### src/rtl/erc_pkg.sv
`timescale 1ns / 1ps
// ----------------------------------------------------------------------------
// erc_pkg
// Shared types and constants for the EMA regime classifier.
// ----------------------------------------------------------------------------
package erc_pkg;

    localparam int SAMPLE_W   = 32;
    localparam int ALPHA_W    = 17;
    localparam int FRAC_W     = 16;
    localparam int THR_W      = 31;
    localparam int BIAS_W     = 24;
    localparam int VOL_W      = 31;
    localparam int COUNT_W    = 32;
    localparam int CFG_DATA_W = 31;
    localparam int CFG_IDX_W  = 3;

    localparam logic [ALPHA_W-1:0] VOL_GAIN_RST   = 17'd6554;
    localparam logic [ALPHA_W-1:0] MOM_ALPHA_RST  = 17'd6554;
    localparam logic [FRAC_W-1:0]  HYST_FRAC_RST  = 16'd6554;
    localparam logic [THR_W-1:0]   CRASH_THR_RST  = 31'd65536;
    localparam logic [THR_W-1:0]   TREND_THR_RST  = 31'd65536;
    localparam logic [BIAS_W-1:0]  BIAS_RST       = 24'd65536;

    typedef enum logic [1:0] {
        REGIME_RANGING  = 2'd0,
        REGIME_TRENDING = 2'd1,
        REGIME_CRASH    = 2'd2
    } regime_t;

    typedef enum logic [CFG_IDX_W-1:0] {
        CFG_VOL_GAIN      = 3'd0,
        CFG_MOM_ALPHA     = 3'd1,
        CFG_HYST_FRAC     = 3'd2,
        CFG_CRASH_THR     = 3'd3,
        CFG_TREND_THR     = 3'd4,
        CFG_BIAS_RANGING  = 3'd5,
        CFG_BIAS_TRENDING = 3'd6,
        CFG_BIAS_CRASH    = 3'd7
    } cfg_index_t;

    // threshold settings handed to the classifier
    typedef struct packed {
        logic [FRAC_W-1:0] hyst_frac;
        logic [THR_W-1:0]  crash_thr;
        logic [THR_W-1:0]  trend_thr;
    } erc_thr_cfg_t;

    // classifier decision
    typedef struct packed {
        regime_t regime;
        logic    changed;
    } erc_cls_t;

endpackage

### src/rtl/erc_classify.sv
`timescale 1ns / 1ps
// ----------------------------------------------------------------------------
// erc_classify
// Hysteresis regime decision; exit thresholds kept in registers.
// ----------------------------------------------------------------------------
module erc_classify import erc_pkg::*; (
    input  logic                       aclk,
    input  erc_thr_cfg_t               thr_cfg,
    input  regime_t                    cur_regime,
    input  logic [VOL_W-1:0]           vol_avg,
    input  logic signed [SAMPLE_W-1:0] mom_avg,
    output erc_cls_t                   cls
);

    logic [FRAC_W:0]         keep;
    logic [THR_W+FRAC_W:0]   crash_prod;
    logic [THR_W+FRAC_W:0]   trend_prod;
    logic [THR_W-1:0]        crash_lo_reg;
    logic [THR_W-1:0]        trend_lo_reg;
    logic [THR_W-1:0]        crash_lo_next;
    logic [THR_W-1:0]        trend_lo_next;
    logic [SAMPLE_W-1:0]     mag;
    logic                    crash_hit;
    logic                    trend_hit;

    // lo(t) = t*(65536-h) >> 16, never above t
    assign keep          = (FRAC_W+1)'(1 << FRAC_W) - {1'b0, thr_cfg.hyst_frac};
    assign crash_prod    = thr_cfg.crash_thr * keep;
    assign trend_prod    = thr_cfg.trend_thr * keep;
    assign crash_lo_next = crash_prod[THR_W+FRAC_W-1:FRAC_W];
    assign trend_lo_next = trend_prod[THR_W+FRAC_W-1:FRAC_W];

    always_ff @(posedge aclk) begin
        crash_lo_reg <= crash_lo_next;
        trend_lo_reg <= trend_lo_next;
    end

    assign mag = mom_avg[SAMPLE_W-1] ? SAMPLE_W'(-mom_avg) : SAMPLE_W'(mom_avg);

    always_comb begin
        if (cur_regime == REGIME_CRASH) begin
            crash_hit = (vol_avg >= crash_lo_reg);
        end else begin
            crash_hit = (vol_avg >= thr_cfg.crash_thr);
        end
        if (cur_regime == REGIME_TRENDING) begin
            trend_hit = (mag > {1'b0, trend_lo_reg});
        end else begin
            trend_hit = (mag > {1'b0, thr_cfg.trend_thr});
        end
        if (crash_hit) begin
            cls.regime = REGIME_CRASH;
        end else if (trend_hit) begin
            cls.regime = REGIME_TRENDING;
        end else begin
            cls.regime = REGIME_RANGING;
        end
        cls.changed = (cls.regime != cur_regime);
    end

endmodule

### config.mk
export PLATFORM = sky130hd
export DESIGN_NAME = erc_classify
export DESIGN_NICKNAME = d
export VERILOG_FILES = /design/src/rtl/erc_pkg.sv /design/src/rtl/erc_classify.sv
export SDC_FILE = /design/constraint.sdc
export NUM_CORES = 2
export LEC_CHECK = 0
export ABC_AREA = 1
export CAP_MARGIN = 20
export CORE_MARGIN = 2
export CORE_UTILIZATION = 45
export CTS_CLUSTER_SIZE = 8
export DETAILED_ROUTE_END_ITERATION = 10
export DONT_BUFFER_PORTS = 1
export GPL_TIMING_DRIVEN = 0
export SETUP_SLACK_MARGIN = 0.5
export SLEW_MARGIN = 20
export SYNTH_ARGS = -nofsm -noshare
export SYNTH_HDL_FRONTEND = slang
export SYNTH_SLANG_ARGS = --single-unit
### constraint.sdc
create_clock -name aclk -period 9.4 [get_ports aclk]
set_input_delay 0.94 -clock aclk [delete_from_list [all_inputs] [get_ports aclk]]
set_output_delay 0.94 -clock aclk [all_outputs]
set_load 0.01 [all_outputs]
# Word-level counts from Yosys, hierarchy flattened
# Cells that the tools add are included.
[word_totals] reg_bits=62 input_bits=144 out_inout_bits=3
[classes] add_sub_neg=2 mul=2 magnitude_cmp=4 n_eq_ne=3 n_mux=5
[op_table] op="31-bit by 17-bit multiplier with 47-bit output" n=2
[op_table] op="32-bit by 31-bit > comparator with 1-bit output" n=2
[op_table] op="31-bit greater-or-equal comparator" n=2
[op_table] op="32-bit two-way mux" n=1
[op_table] op="32-bit negator" n=1
[op_table] op="17-bit by 16-bit subtractor with 17-bit output (first input constant)" n=1
[op_table] op="1-bit two-way mux" n=3
[op_table] op="2-bit by 1-bit == test with 1-bit output (second input constant)" n=1
[op_table] op="2-bit == test (second input constant)" n=1
[op_table] op="2-bit two-way mux" n=1
[op_table] op="2-bit inequality test" n=1

# Logic depth before layout (Yosys ltp)
[logic_depth] depth_word=7 depth_mapped=38

# Least setup slack after synthesis
# No wires, ideal clock.
[synth_path] path_type="input port to flip-flop" from="in thr_cfg[62] (netlist bit)" to="reg crash_lo_reg[19]" setup_ns=0.072 arrival_time_ns=6.932 required_ns=9.328 path_slack_ns=2.396 cell_stages=33 path_buffers=3 path_cell_list="buf_6 -> inv_1 -> ha_1 -> nand4_2 -> nor2_2 -> nand2_1 -> nor2_2 -> nand2_1 -> o21ai_1 -> nand2_1 -> inv_2 -> buf_4 -> buf_6 -> nand2_1 -> fa_1 -> inv_1 -> fa_1 -> inv_1 -> fa_1 -> inv_1 -> fa_1 -> fa_1 -> inv_1 -> fa_1 -> inv_1 -> ha_1 -> nand2_1 -> nor2_1 -> inv_1 -> nor4_1 -> a21oi_1 -> o21bai_1 -> xor2_1"
[synth_via] elab_chain_len=2
[synth_lines] item="start, declared" line="erc_classify.sv:8" text="input erc_thr_cfg_t thr_cfg,"
[synth_lines] item="17-bit by 16-bit subtractor with 17-bit output" line="erc_classify.sv:27" text="assign keep = (FRAC_W+1)'(1 << FRAC_W) - {1'b0, thr_cfg.hyst_frac};"
[synth_lines] item="31-bit by 17-bit multiplier with 47-bit output" line="erc_classify.sv:28" text="assign crash_prod = thr_cfg.crash_thr * keep;"
[synth_lines] item="net crash_prod[35]" line="erc_classify.sv:16" text="logic [THR_W+FRAC_W:0] crash_prod;"
[synth_lines] item="end signal, assigned" line="erc_classify.sv:34" text="crash_lo_reg <= crash_lo_next;"
[synth_lines] item="end, declared" line="erc_classify.sv:18" text="logic [THR_W-1:0] crash_lo_reg;"
# The timed path passes the listed nets, and every way through them passes these cells.

# Final worst setup path
[layout_path] from="in thr_cfg[62] (netlist bit)" to="reg trend_lo_reg[26]"
[layout_via] elab_chain_len=2
[layout_lines] item="17-bit by 16-bit subtractor with 17-bit output" line="erc_classify.sv:27"
[layout_lines] item="31-bit by 17-bit multiplier with 47-bit output" line="erc_classify.sv:29" text="assign trend_prod = thr_cfg.trend_thr * keep;"
[layout_lines] item="net trend_prod[42]" line="erc_classify.sv:17" text="logic [THR_W+FRAC_W:0] trend_prod;"
[layout_lines] item="end signal, assigned" line="erc_classify.sv:35" text="trend_lo_reg <= trend_lo_next;"
[layout_lines] item="end, declared" line="erc_classify.sv:19" text="logic [THR_W-1:0] trend_lo_reg;"
# The timed path passes the listed nets, and every way through them passes these cells.

==> impl_metrics.tcl <==
set metrics [dict create \
    outcome "completed" \
    dp_worst_setup_slack_ns 0.243 \
    finalWirelength_um 137000 \
    start_util_pct 45.4 \
    clockRootBuffer "clkbuf_16" \
    port_buffers 0 \
    clk_pin_slew_ns 0.05 \
    die_x_um 300 \
    final_common_cell "inv_1" \
    grt_start_max_net_pins 11 \
    crit_required_ns 9.65 \
    start_kind "primary input" \
    clk_path_buf_depth 2 \
    grt_use_total_pct 31.5 \
    fillers 8932 \
    cts-buffers-inserted 9 \
    crit_type "in -> reg" \
    grt_pass1_wl_um 210000 \
    ys_types 48 \
    die_height_um 300 \
    crit_cells 31 \
    syn2layout_area_growth_pct 4.40 \
    yosysTopAreaCell "fa_1" \
    path_max_fanout 10 \
    synth_edf_count 0 \
    cts_tree "done" \
    drt_iter0_drc 2640 \
    layout-drive-gt1-share_pct 2.93 \
    cts_htree_levels 3 \
    final_net_count 6544 \
    synth.avg_cell_area_um2 7.62 \
    first_pass_iters 8 \
    fp-row-count 108 \
    fmax_mhz 114 \
    cts_resized 0 \
    placed_area_um2 40800 \
    seq_area_frac_synth_pct 3.15 \
    cp-end-kind "register" \
    hold_class "in -> reg" \
    hpwlAfterDp_um 118000 \
    yosys_warnings 0 \
    setup_viol 0 \
    synth-main-ff-cell "dfxtp_1" \
    hold_depth 6 \
    hold_buffers 0 \
    cts_setup_buffers 0 \
    synth.area.top_cells "fa_1, inv_1, ha_1, nand2_1, nor2_1" \
    cts_sinks 62 \
    layout_common_cells "inv_1, nand2_1, fa_1, nor2_1, ha_1" \
    worst_pin_slew_ns 1.18 \
    min_period_ns 8.76 \
    grt_overflow_total 0 \
    vias 33270 \
    yosysTopAreaCellShare_pct 43.8 \
    crit_slowest_cell "buf_1" \
    synth_cells 5169 \
    fin_ws_ns 0.643 \
    core-area_um2 86800 \
    synthArstFlopShare_pct 0 \
    drc 0 \
    post-route-period-util_pct 93.2 \
    synth_area_um2 39400 \
    vias_per_cell 5.25 \
    gp_congestion 0.968 \
    critical-path-max-stage-delay_ns 0.85 \
    slew_violations 0 \
    dieArea_um2 89900 \
    ys_seq_elements 62 \
    rsz0062_at_grt "no" \
    maxCapViolCount 0 \
    antenna_found_initial 2 \
    critPathBufInv 10 \
    final_area_um2 41100 \
    antenna_left 0 \
    final.setup.tns_ns 0 \
    synth_nets 6533 \
    relSlewSlack_pct 21.1 \
    hold_viol 0 \
    first_global_vias 34963 \
    boundaryPins 147 \
    wl_per_cell_um 21.7 \
    cpMostUsedCell "inv_1" \
    arrival_ns 9.01 \
    cp_top_family "adder cells" \
]
==> stage by stage <==
step / hold WS (ns) / utilization [%] / instances
after detailed placement: 1.60 / 47.1 / 6324
after CTS: 1.21 / 47.4 / 6340
final: 1.24 / 47.4 / 6342
after floorplan: 1.38 / - / 5169
after global placement: 1.61 / 47.1 / 6324
after global routing: 1.23 / 47.4 / 6340
==> per-layer routing <==
layer	GRT usage [%]	routed length [um]	share of wire, %
met5	0	13	0.0095
met4	14.9	7990	5.8
met3	6.02	11400	8.3
met2	52.5	64800	47
met1	39.4	53200	39
==> path summary, 6_finish.rpt <==
kind / slack, ns / from / to
hold / removal: 1.24 / thr_cfg[77] / trend_lo_reg[30]$_DFF_P_
setup / recovery: 0.64 / thr_cfg[62] / trend_lo_reg[26]$_DFF_P_
==> synth_stat cells, types with 20 or more instances <==
cell / instances
a21o_1: 22
a21oi_1: 171
buf_2: 36
clkbuf_1: 114
dfxtp_1: 62
fa_1: 862
ha_1: 358
inv_1: 1397
nand2_1: 1138
nand3_1: 86
nand4_1: 56
nor2_1: 448
nor2_2: 43
nor3_1: 33
o21ai_0: 102
o21bai_1: 20
xnor2_1: 31
xor2_1: 54
==> kinds of logic (layout without fill, tap and decap cells) <==
group / Yosys count / after routing / synth area share [%]
compound gates: 362 / 362 / 5.14
xor+xnor: 87 / 87 / 2.00
fa+ha+maj: 1220 / 1220 / 55.2
buf+inv: 1594 / 1610 / 15.5
flops: 62 / 62 / 3.15
other cells: 0 / 2 / 0
simple gates: 1844 / 1844 / 19.0
==> final cells by class <==
class	count	area (um^2)	area share, %
flip-flops and latches	62	1240	3.02
diodes	2	5.00	0.0122
multi-input cells	3513	32000	77.9
clock inverters	5	25.0	0.0609
plain buffers	171	776	1.89
clock buffers	11	243	0.590
well taps	1155	1450	3.51
inverters	1423	5340	13.0
==> worst min-delay path, cell delays in order <==
cell	delay, ns
nor4_1	0.03
nand2_1	0.19
nor2_1	0.08
xnor3_1	0.21
nand2_1	0.08
nand2_1	0.05
Power is left out: the tool's default activity adds up to more than one toggle a clock period on the data nets, which glitch-free logic cannot reach.
